### src/rtl/core/opd_pkg.sv
`timescale 1ns / 1ps
// ---------------------------------------------------------------------------
// opd_pkg: shared types and constants for the Ogg page deframer
// Capture pattern, header offsets, result codes and the per-byte CRC step.
// ---------------------------------------------------------------------------
package opd_pkg;

  localparam int MAX_SEGMENTS_DEF = 255;

  localparam logic [31:0] CAPTURE   = 32'h4F676753;
  localparam logic [31:0] CRC_POLY  = 32'h04C11DB7;
  localparam logic [4:0]  SYNC_SIZE = 5'd4;
  localparam logic [4:0]  FLAGS_POS = 5'd5;
  localparam logic [4:0]  GRAN_POS  = 5'd6;
  localparam logic [4:0]  SER_POS   = 5'd14;
  localparam logic [4:0]  PAGE_POS  = 5'd18;
  localparam logic [4:0]  CKSUM_POS = 5'd22;
  localparam logic [4:0]  HDR_LAST  = 5'd26;

  localparam logic [2:0] KIND_HDR  = 3'd0;
  localparam logic [2:0] KIND_DATA = 3'd1;
  localparam logic [2:0] KIND_END  = 3'd2;
  localparam logic [2:0] KIND_SYNC = 3'd3;
  localparam logic [2:0] KIND_VER  = 3'd4;

  typedef struct packed {
    logic [2:0]  kind;
    logic [7:0]  payload_byte;
    logic        segment_end;
    logic        continued_packet;
    logic        first_page;
    logic        last_page;
    logic [63:0] granule_position;
    logic [31:0] stream_serial;
    logic [31:0] page_number;
    logic [7:0]  segment_count;
    logic        crc_ok;
  } result_t;

  // One queued request: its first result, and a page end that may trail it.
  typedef struct packed {
    result_t res;
    logic    end_follows;
    logic    end_crc_ok;
  } entry_t;

  function automatic logic [31:0] crc_byte(input logic [31:0] crc_in, input logic [7:0] b);
    logic [31:0] c;
    c = crc_in ^ {b, 24'd0};
    for (int i = 0; i < 8; i++) begin
      c = c[31] ? ((c << 1) ^ CRC_POLY) : (c << 1);
    end
    return c;
  endfunction

  localparam logic [31:0] CRC_OGGS =
    crc_byte(crc_byte(crc_byte(crc_byte(32'd0, 8'h4F), 8'h67), 8'h67), 8'h53);

endpackage

### src/rtl/core/opd_ram.sv
`timescale 1ns / 1ps
// ---------------------------------------------------------------------------
// opd_ram: generic single-port-write, single-port-read RAM
// One write and one registered read per cycle.
// ---------------------------------------------------------------------------
module opd_ram #(
  parameter int WIDTH = 8,
  parameter int DEPTH = 255,
  parameter int AW    = (DEPTH > 1) ? $clog2(DEPTH) : 1
) (
  input  logic             clk,
  input  logic             we,
  input  logic [AW-1:0]    waddr,
  input  logic [WIDTH-1:0] wdata,
  input  logic [AW-1:0]    raddr,
  output logic [WIDTH-1:0] rdata
);

  logic [WIDTH-1:0] mem [DEPTH];

  always_ff @(posedge clk) begin
    if (we) begin
      mem[waddr] <= wdata;
    end
    rdata <= mem[raddr];
  end

endmodule

### src/rtl/core/ogg_page_deframer.sv
`timescale 1ns / 1ps
// ---------------------------------------------------------------------------
// ogg_page_deframer: Ogg page parser with CRC-32 check
// Hunts for the capture pattern, parses the page header, stores the lacing
// table and passes payload bytes through with segment-end marks.
// ---------------------------------------------------------------------------
// Usage:
//   Input channel (in_valid/in_ready/data_byte) takes one raw stream byte
//   per request. Output channel (out_valid/out_ready/...) delivers result
//   requests: header info, payload byte, page end (with crc_ok), sync lost
//   or bad version. Fields that do not belong to a result's kind read 0.
//   Configuration channel (cfg_valid/cfg_ready/max_resync) is always ready;
//   write it only while the block is idle.
// Timing and throughput:
//   A result is registered in the result queue before it reaches the output.
//   One byte per cycle is sustained while the receiver keeps up; a byte that
//   causes two results (payload byte or header plus page end) delivers them
//   as two output requests from one queue entry. The lacing table lives in
//   a RAM with registered read, and only nonzero lacing values are stored,
//   packed, so the next segment length is always prefetched one entry ahead.
// Reset:
//   Synchronous, active high. The block starts hunting with an empty window,
//   the result queue empty and max_resync at 65535. The lacing RAM needs no
//   clearing: an entry is read only after this page wrote it.
// Stalls:
//   A two-entry result queue parts the sides; in_ready drops only when both
//   entries hold undelivered results. Results are never lost or repeated.
// ---------------------------------------------------------------------------
module ogg_page_deframer
  import opd_pkg::*;
#(
  parameter int MAX_SEGMENTS = MAX_SEGMENTS_DEF
) (
  input  logic        clk,
  input  logic        rst,
  input  logic        in_valid,
  output logic        in_ready,
  input  logic [7:0]  data_byte,
  output logic        out_valid,
  input  logic        out_ready,
  output logic [2:0]  kind,
  output logic [7:0]  payload_byte,
  output logic        segment_end,
  output logic        continued_packet,
  output logic        first_page,
  output logic        last_page,
  output logic [63:0] granule_position,
  output logic [31:0] stream_serial,
  output logic [31:0] page_number,
  output logic [7:0]  segment_count,
  output logic        crc_ok,
  input  logic        cfg_valid,
  output logic        cfg_ready,
  input  logic [15:0] max_resync
);

  localparam int AW = (MAX_SEGMENTS > 1) ? $clog2(MAX_SEGMENTS) : 1;
  localparam int CW = $clog2(MAX_SEGMENTS + 1);
  localparam logic [8:0] MAX_SEG9 = 9'(MAX_SEGMENTS);

  localparam logic [1:0] PH_HUNT = 2'd0;
  localparam logic [1:0] PH_HDR  = 2'd1;
  localparam logic [1:0] PH_LACE = 2'd2;
  localparam logic [1:0] PH_PAY  = 2'd3;

  // Parser state
  logic [1:0]    phase, phase_next;
  logic [31:0]   sync_window, sync_window_next;
  logic [4:0]    header_index, header_index_next;
  logic [15:0]   resync_count, resync_count_next;
  logic [15:0]   resync_limit;
  logic [2:0]    header_flags, header_flags_next;
  logic [63:0]   granule_reg, granule_reg_next;
  logic [31:0]   serial_reg, serial_reg_next;
  logic [31:0]   page_no_reg, page_no_reg_next;
  logic [31:0]   stored_crc, stored_crc_next;
  logic [31:0]   running_crc, running_crc_next;
  logic [7:0]    nsegs, nsegs_next;
  logic [7:0]    seg_index, seg_index_next;
  logic [7:0]    seg_remaining, seg_remaining_next;
  logic [7:0]    first_len, first_len_next;
  logic [CW-1:0] nz_count, nz_count_next;
  logic [CW-1:0] rd_ptr, rd_ptr_next;

  // Lacing RAM and write-to-read bypass
  logic          ram_we;
  logic [AW-1:0] ram_waddr;
  logic [7:0]    ram_rdata;
  logic          bypass;
  logic [7:0]    bypass_data;
  logic [7:0]    next_len;

  // Result queue
  entry_t        queue [2];
  logic          wr_sel, rd_sel, second;
  logic [1:0]    q_count;
  logic          push, pop, in_acc, out_acc;
  entry_t        new_entry;
  logic [31:0]   crc_step;
  logic [7:0]    crc_in;
  entry_t        head;

  assign in_ready  = (q_count < 2'd2);
  assign in_acc    = in_valid && in_ready;
  assign cfg_ready = 1'b1;
  assign next_len  = bypass ? bypass_data : ram_rdata;
  assign ram_waddr = nz_count[AW-1:0];

  opd_ram #(
    .WIDTH(8),
    .DEPTH(MAX_SEGMENTS)
  ) u_lacing (
    .clk  (clk),
    .we   (ram_we),
    .waddr(ram_waddr),
    .wdata(data_byte),
    .raddr(rd_ptr_next[AW-1:0]),
    .rdata(ram_rdata)
  );

  assign crc_in   = (phase == PH_HDR && header_index >= CKSUM_POS && header_index < HDR_LAST)
                    ? 8'd0 : data_byte;
  assign crc_step = crc_byte(running_crc, crc_in);

  always_comb begin
    phase_next         = phase;
    sync_window_next   = sync_window;
    header_index_next  = header_index;
    resync_count_next  = resync_count;
    header_flags_next  = header_flags;
    granule_reg_next   = granule_reg;
    serial_reg_next    = serial_reg;
    page_no_reg_next   = page_no_reg;
    stored_crc_next    = stored_crc;
    running_crc_next   = running_crc;
    nsegs_next         = nsegs;
    seg_index_next     = seg_index;
    seg_remaining_next = seg_remaining;
    first_len_next     = first_len;
    nz_count_next      = nz_count;
    rd_ptr_next        = rd_ptr;
    ram_we             = 1'b0;
    push               = 1'b0;
    new_entry          = '0;

    if (in_acc) begin
      unique case (phase)
        PH_HDR: begin
          running_crc_next = crc_step;
          if (header_index < HDR_LAST) begin
            header_index_next = header_index + 5'd1;
          end
          if (header_index == SYNC_SIZE) begin
            if (data_byte != 8'd0) begin
              push               = 1'b1;
              new_entry.res.kind = KIND_VER;
              phase_next         = PH_HUNT;
              sync_window_next   = '0;
              header_index_next  = '0;
              resync_count_next  = '0;
            end
          end else if (header_index == FLAGS_POS) begin
            header_flags_next = data_byte[2:0];
          end else if (header_index >= GRAN_POS && header_index < SER_POS) begin
            granule_reg_next = {data_byte, granule_reg[63:8]};
          end else if (header_index >= SER_POS && header_index < PAGE_POS) begin
            serial_reg_next = {data_byte, serial_reg[31:8]};
          end else if (header_index >= PAGE_POS && header_index < CKSUM_POS) begin
            page_no_reg_next = {data_byte, page_no_reg[31:8]};
          end else if (header_index >= CKSUM_POS && header_index < HDR_LAST) begin
            stored_crc_next = {data_byte, stored_crc[31:8]};
          end else if (header_index == HDR_LAST) begin
            nsegs_next                         = data_byte;
            push                               = 1'b1;
            new_entry.res.kind                 = KIND_HDR;
            new_entry.res.continued_packet     = header_flags[0];
            new_entry.res.first_page           = header_flags[1];
            new_entry.res.last_page            = header_flags[2];
            new_entry.res.granule_position     = granule_reg;
            new_entry.res.stream_serial        = serial_reg;
            new_entry.res.page_number          = page_no_reg;
            new_entry.res.segment_count        = data_byte;
            seg_index_next                     = '0;
            nz_count_next                      = '0;
            if (data_byte == 8'd0) begin
              // Empty page: page end rides with the header info.
              new_entry.end_follows = 1'b1;
              new_entry.end_crc_ok  = (crc_step == stored_crc);
              phase_next            = PH_HUNT;
              sync_window_next      = '0;
              header_index_next     = '0;
              resync_count_next     = '0;
            end else begin
              phase_next = PH_LACE;
            end
          end
        end

        PH_LACE: begin
          running_crc_next = crc_step;
          seg_index_next   = seg_index + 8'd1;
          // Store nonzero lacing values only, packed from entry 0.
          if ({1'b0, seg_index} < MAX_SEG9 && data_byte != 8'd0) begin
            ram_we        = 1'b1;
            nz_count_next = nz_count + CW'(1);
            if (nz_count == '0) begin
              first_len_next = data_byte;
            end
          end
          rd_ptr_next = CW'(1);
          if (({1'b0, seg_index} + 9'd1) >= {1'b0, nsegs}) begin
            if (nz_count_next != '0) begin
              phase_next         = PH_PAY;
              seg_remaining_next = first_len_next;
            end else begin
              push                 = 1'b1;
              new_entry.res.kind   = KIND_END;
              new_entry.res.crc_ok = (crc_step == stored_crc);
              phase_next           = PH_HUNT;
              sync_window_next     = '0;
              header_index_next    = '0;
              resync_count_next    = '0;
            end
          end
        end

        PH_PAY: begin
          running_crc_next          = crc_step;
          push                      = 1'b1;
          new_entry.res.kind        = KIND_DATA;
          new_entry.res.payload_byte = data_byte;
          new_entry.res.segment_end = (seg_remaining <= 8'd1);
          if (seg_remaining <= 8'd1) begin
            if (rd_ptr == nz_count) begin
              new_entry.end_follows = 1'b1;
              new_entry.end_crc_ok  = (crc_step == stored_crc);
              phase_next            = PH_HUNT;
              sync_window_next      = '0;
              header_index_next     = '0;
              resync_count_next     = '0;
            end else begin
              seg_remaining_next = next_len;
              rd_ptr_next        = rd_ptr + CW'(1);
            end
          end else begin
            seg_remaining_next = seg_remaining - 8'd1;
          end
        end

        PH_HUNT: begin
          sync_window_next = {sync_window[23:0], data_byte};
          if (header_index < SYNC_SIZE) begin
            header_index_next = header_index + 5'd1;
          end
          if (header_index_next >= SYNC_SIZE && sync_window_next == CAPTURE) begin
            phase_next        = PH_HDR;
            header_index_next = SYNC_SIZE;
            resync_count_next = '0;
            header_flags_next = '0;
            running_crc_next  = CRC_OGGS;
          end else if (header_index_next >= SYNC_SIZE) begin
            if (resync_count >= resync_limit) begin
              push               = 1'b1;
              new_entry.res.kind = KIND_SYNC;
              sync_window_next   = '0;
              header_index_next  = '0;
              resync_count_next  = '0;
            end else begin
              resync_count_next = resync_count + 16'd1;
            end
          end
        end

        default: begin
          phase_next = PH_HUNT;
        end
      endcase
    end
  end

  always_ff @(posedge clk) begin
    if (rst) begin
      phase         <= PH_HUNT;
      sync_window   <= '0;
      header_index  <= '0;
      resync_count  <= '0;
      resync_limit  <= 16'hFFFF;
      seg_index     <= '0;
      seg_remaining <= '0;
      nz_count      <= '0;
      rd_ptr        <= '0;
      bypass        <= 1'b0;
    end else begin
      phase         <= phase_next;
      sync_window   <= sync_window_next;
      header_index  <= header_index_next;
      resync_count  <= resync_count_next;
      seg_index     <= seg_index_next;
      seg_remaining <= seg_remaining_next;
      nz_count      <= nz_count_next;
      rd_ptr        <= rd_ptr_next;
      // Forward a lacing value written at the address being read.
      bypass        <= ram_we && (ram_waddr == rd_ptr_next[AW-1:0]);
      if (cfg_valid && cfg_ready) begin
        resync_limit <= max_resync;
      end
    end
  end

  always_ff @(posedge clk) begin
    header_flags <= header_flags_next;
    granule_reg  <= granule_reg_next;
    serial_reg   <= serial_reg_next;
    page_no_reg  <= page_no_reg_next;
    stored_crc   <= stored_crc_next;
    running_crc  <= running_crc_next;
    nsegs        <= nsegs_next;
    first_len    <= first_len_next;
    bypass_data  <= data_byte;
  end

  // Result queue: two requests deep, each may carry a trailing page end.
  assign head      = queue[rd_sel];
  assign out_valid = (q_count != 2'd0);
  assign out_acc   = out_valid && out_ready;
  assign pop       = out_acc && (!head.end_follows || second);

  always_comb begin
    kind             = head.res.kind;
    payload_byte     = head.res.payload_byte;
    segment_end      = head.res.segment_end;
    continued_packet = head.res.continued_packet;
    first_page       = head.res.first_page;
    last_page        = head.res.last_page;
    granule_position = head.res.granule_position;
    stream_serial    = head.res.stream_serial;
    page_number      = head.res.page_number;
    segment_count    = head.res.segment_count;
    crc_ok           = head.res.crc_ok;
    if (second) begin
      kind             = KIND_END;
      payload_byte     = '0;
      segment_end      = 1'b0;
      continued_packet = 1'b0;
      first_page       = 1'b0;
      last_page        = 1'b0;
      granule_position = '0;
      stream_serial    = '0;
      page_number      = '0;
      segment_count    = '0;
      crc_ok           = head.end_crc_ok;
    end
  end

  always_ff @(posedge clk) begin
    if (rst) begin
      wr_sel  <= 1'b0;
      rd_sel  <= 1'b0;
      q_count <= '0;
      second  <= 1'b0;
    end else begin
      if (push) begin
        wr_sel <= ~wr_sel;
      end
      if (pop) begin
        rd_sel <= ~rd_sel;
        second <= 1'b0;
      end else if (out_acc) begin
        second <= 1'b1;
      end
      q_count <= q_count + {1'b0, push} - {1'b0, pop};
    end
  end

  always_ff @(posedge clk) begin
    if (push) begin
      queue[wr_sel] <= new_entry;
    end
  end

  // Checks
  a_queue_bound: assert property (@(posedge clk) disable iff (rst) q_count <= 2'd2)
    else $error("result queue overflow");
  a_payload_len: assert property (@(posedge clk) disable iff (rst)
    phase == PH_PAY |-> seg_remaining != 8'd0)
    else $error("payload phase with empty segment");
  a_nz_bound: assert property (@(posedge clk) disable iff (rst)
    nz_count <= CW'(MAX_SEGMENTS))
    else $error("lacing store overrun");
  a_ptr_bound: assert property (@(posedge clk) disable iff (rst)
    phase == PH_PAY |-> rd_ptr <= nz_count)
    else $error("segment pointer past stored entries");

endmodule

### config.mk
export PLATFORM = sky130hd
export DESIGN_NAME = ogg_page_deframer
export DESIGN_NICKNAME = d
export VERILOG_FILES = /design/src/rtl/core/opd_pkg.sv /design/src/rtl/core/opd_ram.sv /design/src/rtl/core/ogg_page_deframer.sv
export SDC_FILE = /design/constraint.sdc
export NUM_CORES = 2
export LEC_CHECK = 0
export BUFFER_PORTS_ARGS = -buffer_cell sky130_fd_sc_hd__buf_2
export CAP_MARGIN = 20
export CORE_ASPECT_RATIO = 2
export CORE_MARGIN = 3
export CORE_UTILIZATION = 55
export CTS_CLUSTER_DIAMETER = 100
export DETAILED_ROUTE_END_ITERATION = 10
export GPL_ROUTABILITY_DRIVEN = 0
export PLACE_DENSITY = 0.78
export SYNTH_ARGS = -nofsm -noshare
export SYNTH_HDL_FRONTEND = slang
export SYNTH_SLANG_ARGS = --single-unit
### constraint.sdc
create_clock -name clk -period 13.8 [get_ports clk]
set_clock_uncertainty 0.15 [all_clocks]
set_input_delay 0.69 -clock clk [delete_from_list [all_inputs] [get_ports clk]]
set_output_delay 0.69 -clock clk [all_outputs]
set_load 0.1 [all_outputs]
==> insert_results.sql <==
INSERT INTO impl_metrics (metric_group, metric, value, unit) VALUES
('critical_path', 'critPathCaptureType', 'flip-flop', ''),
('power', 'power_density', '130', 'nW/um2'),
('power', 'power.ir.vdd_worst', '113', 'uV'),
('global_route', 'grt_use_total', '31.4', '%'),
('critical_path', 'worst-path-max-fanout', '130', ''),
('timing', 'fin_setup_tns', '0', 'ns'),
('critical_path', 'worstReg2RegEnd', 'u_lacing.rdata[6]', ''),
('synth', 'postSynthAreaPerCell', '13.2', 'um2'),
('critical_path', 'setup.worst_path.class', 'reg2reg', ''),
('synth', 'synth.yosys.seq_area_share', '73.2', '%'),
('timing', 'max_freq', '138', 'MHz'),
('drt', 'detail_route.vias_per_cell', '6.49', ''),
('clocking', 'clock-root-buffer', 'sky130_fd_sc_hd__clkbuf_16', ''),
('synth', 'postSynthCellCount', '8180', ''),
('synth', 'share_of_synthesized_registers_carrying_an_async_set_or_reset', '0', '%'),
('drt', 'avgRoutedWirePerCell', '29.3', 'um'),
('finish', 'layout_commonest_cell', 'sky130_fd_sc_hd__edfxtp_1', ''),
('finish', 'non_filler_cells_final', '11000', ''),
('worst_hold_path', 'worst_hold_path_type', 'in2reg', ''),
('place', 'dp_cells', '10500', ''),
('critical_path', 'worst-endpoint-arrival', '7.81', 'ns'),
('synth', 'synth.top_cells.by_area', 'sky130_fd_sc_hd__edfxtp_1, sky130_fd_sc_hd__nand2_1, sky130_fd_sc_hd__nand3_1, sky130_fd_sc_hd__mux2i_1, sky130_fd_sc_hd__nor2_1', ''),
('drt', 'postRouteAntennaNets', '0', ''),
('die', 'fp.dieArea', '202000', 'um2'),
('timing', 'hold_viol', '0', ''),
('die', 'core-area', '195000', 'um2'),
('global_route', 'grt_max_degree', '160', ''),
('finish', 'final_cell_mix', 'sky130_fd_sc_hd__edfxtp_1, sky130_fd_sc_hd__nand2_1, sky130_fd_sc_hd__nand3_1', ''),
('timing', 'period_minus_ws_final', '7.24', 'ns'),
('die', 'boundaryPins', '184', ''),
('place', 'post-dp-hpwl', '196', 'mm'),
('timing', 'rsz0062_at_grt', 'false', ''),
('run', 'maxCapViolations', '0', ''),
('global_route', 'number_of_global_route_vias_before_repair', '69400', ''),
('synth', 'post_synth_top_flop', 'sky130_fd_sc_hd__edfxtp_1', ''),
('drt', 'detailed_route_wire_length', '321', 'mm'),
('synth', 'synth_enable_flop_cells', '2559', ''),
('finish', 'synthToLayoutAreaGrowth', '9.67', '%'),
('synth', 'post_synth_num_cell_types', '87', ''),
('critical_path', 'crit_path_start_kind', 'flip-flop', ''),
('timing', 'post-route-period-util', '52.5', '%'),
('synth', 'cell_type_contributing_the_most_total_cell_area_after_synthesis', 'sky130_fd_sc_hd__edfxtp_1', ''),
('critical_path', 'ff2ff_setup_slack', '6.56', 'ns'),
('clocking', 'cts_made_buffers', '206', ''),
('clocking', 'number_of_setup_buffers_added_after_cts', '0', ''),
('timing', 'slew_violations', '0', ''),
('finish', 'largest_register_ffs', '2040', ''),
('critical_path', 'worstRegToRegCells', '13', ''),
('timing', 'worst_slew_pin_slew', '1.26', 'ns'),
('clocking', 'insertion_delay', '0.87', 'ns'),
('critical_path', 'startpoint', 'phase[1]', ''),
('run_status', 'status', 'complete, no violations', ''),
('synth', 'ys_seq_elements', '2677', ''),
('finish', 'fillerInstances', '14000', ''),
('synth', 'mappedNetlistNets', '8247', ''),
('clocking', 'numClockSinks', '2677', ''),
('clocking', 'cts.path.max_buffers', '4', ''),
('timing', 'slew-limit-headroom', '15.8', '%'),
('critical_path', 'regToRegStartpoint', 'phase[1]', ''),
('synth', 'yosys.area.top_type_share', '71.0', '%'),
('critical_path', 'cp_cell_sequence', 'nand3b_1 -> or4b_4 -> a21oi_4 -> xnor2_2 -> buf_4 -> and2_4 -> buf_12 -> buf_4 -> nand3_1 -> a21oi_1 -> nor4_1 -> o41ai_2 -> nand4b_1', ''),
('timing', 'finalSetupViolCount', '0', ''),
('synth', 'yosysWarningCount', '0', ''),
('drt', 'drc_violation_count_after_routing', '0', ''),
('drt', 'dr.pass1.iters', '8', ''),
('clocking', 'clk_pin_slew_worst_paths', '0.07', 'ns'),
('drt', 'drtIter0Drc', '10400', ''),
('critical_path', 'cp_data_required_time', '14.37', 'ns'),
('power', 'leakagePower', '40.0', 'nW'),
('die', 'die_width', '320', 'um'),
('global_route', 'antenna_found_initial', '28', '');
worst min-delay path by stage:
stage	from	to	slack, ns	cells past startpoint
after floorplan	granule_reg[8]	granule_reg[0]	0.27	0
after global placement	page_no_reg[15]	page_no_reg[7]	0.27	0
after detailed placement	page_no_reg[13]	page_no_reg[5]	0.27	0
after CTS	data_byte[4]	u_lacing.mem[165][4]	0.009	1
after global routing	data_byte[4]	u_lacing.mem[165][4]	0.02	1
final	data_byte[4]	u_lacing.mem[165][4]	0.04	1
Yosys cell counts, types with 7 or more instances:
master	count
sky130_fd_sc_hd__a2111oi_0	15
sky130_fd_sc_hd__a211oi_1	75
sky130_fd_sc_hd__a21o_1	14
sky130_fd_sc_hd__a21oi_1	270
sky130_fd_sc_hd__a221o_1	34
sky130_fd_sc_hd__a221oi_1	36
sky130_fd_sc_hd__a22oi_1	35
sky130_fd_sc_hd__a311o_1	10
sky130_fd_sc_hd__a311oi_1	31
sky130_fd_sc_hd__a31o_2	9
sky130_fd_sc_hd__a31oi_1	106
sky130_fd_sc_hd__a32o_1	13
sky130_fd_sc_hd__and2_1	163
sky130_fd_sc_hd__and3_1	113
sky130_fd_sc_hd__buf_1	74
sky130_fd_sc_hd__buf_2	209
sky130_fd_sc_hd__buf_4	17
sky130_fd_sc_hd__buf_6	11
sky130_fd_sc_hd__clkbuf_1	208
sky130_fd_sc_hd__dfxtp_1	118
sky130_fd_sc_hd__edfxtp_1	2559
sky130_fd_sc_hd__ha_1	38
sky130_fd_sc_hd__inv_1	44
sky130_fd_sc_hd__mux2_2	19
sky130_fd_sc_hd__mux2i_1	270
sky130_fd_sc_hd__nand2_1	1618
sky130_fd_sc_hd__nand2b_1	9
sky130_fd_sc_hd__nand3_1	695
sky130_fd_sc_hd__nand4_1	32
sky130_fd_sc_hd__nor2_1	687
sky130_fd_sc_hd__nor2b_1	22
sky130_fd_sc_hd__nor3_1	43
sky130_fd_sc_hd__nor4_1	47
sky130_fd_sc_hd__nor4b_1	11
sky130_fd_sc_hd__o2111ai_1	9
sky130_fd_sc_hd__o211ai_1	25
sky130_fd_sc_hd__o21a_1	7
sky130_fd_sc_hd__o21ai_0	155
sky130_fd_sc_hd__o22ai_1	35
sky130_fd_sc_hd__o31ai_1	15
sky130_fd_sc_hd__or2_2	8
sky130_fd_sc_hd__or3_1	15
sky130_fd_sc_hd__or4_1	22
sky130_fd_sc_hd__xnor2_1	96
sky130_fd_sc_hd__xor2_1	50
report_power, final:
part	switching (mW)	internal (mW)
Sequential	0.0131	8.87
Clock	2.78	3.20
Combinational	0.423	0.0943
final cells by class:
cell class	instances	area (um2)	area share (%)
sequential	2677	79200	66.8
multi-input combinational	4938	26700	22.5
clock buffer	249	5460	4.61
tap	2541	3180	2.68
timing repair buffer	370	2660	2.24
clock inverter	117	1140	0.959
inverter	46	173	0.146
antenna	26	65.1	0.0548
logic make-up (layout without fill, tap and decap cells):
family                   after synthesis  count (layout)  synth area share [%]
flip-flops                          2677            2677                  73.2
AND/OR/NAND/NOR                     3514            3514                  14.3
XOR/XNOR                             147             147                  1.20
multiplexers                         294             294                  2.78
adder cells (fa/ha/maj)               38              38                 0.440
other                                  1              27               0.00347
AO/OA/AOI/OAI                        944             944                  5.75
buffers and inverters                565             782                  2.34
per-stage QoR:
step                setup WS [ns]  utilization (%)  power, mW  area [um2]  hold WS [ns]
global route                 6.47             60.8       15.7      119000        0.0176
floorplan                    3.81                -       9.38      108000         0.267
global placement             6.39             57.1       9.56      111000         0.269
finish                       6.56             60.8       15.4      119000        0.0366
CTS                          6.96             60.6       15.4      118000       0.00914
detailed placement           6.92             57.1       9.57      111000         0.274
per-layer routing:
layer | track usage (%) | vias up | share of wire, %
li1 | - | 30100 | -
met1 | 32.3 | 34300 | 29
met2 | 51.1 | 5261 | 48
met3 | 8.40 | 1507 | 11
met4 | 31.1 | 18 | 12
met5 | 0 | - | 0.035
critical path, delay by kind of cell (launching register included):
kind	cells	cell delay, ns
and+or+nand+nor	6	2.11
AOI/OAI and AO/OA	3	1.98
buffers and inverters	3	1.72
DFF	1	0.66
xor gates and xnor gates	1	0.14
repair_timing:
item	in CTS	in global routing
hold buffers	17	0
resized for setup	0	0
endpoints found under the setup margin	0	0
endpoints found under the hold margin	22	0
No activity file was read; power rests on OpenSTA's default activity.
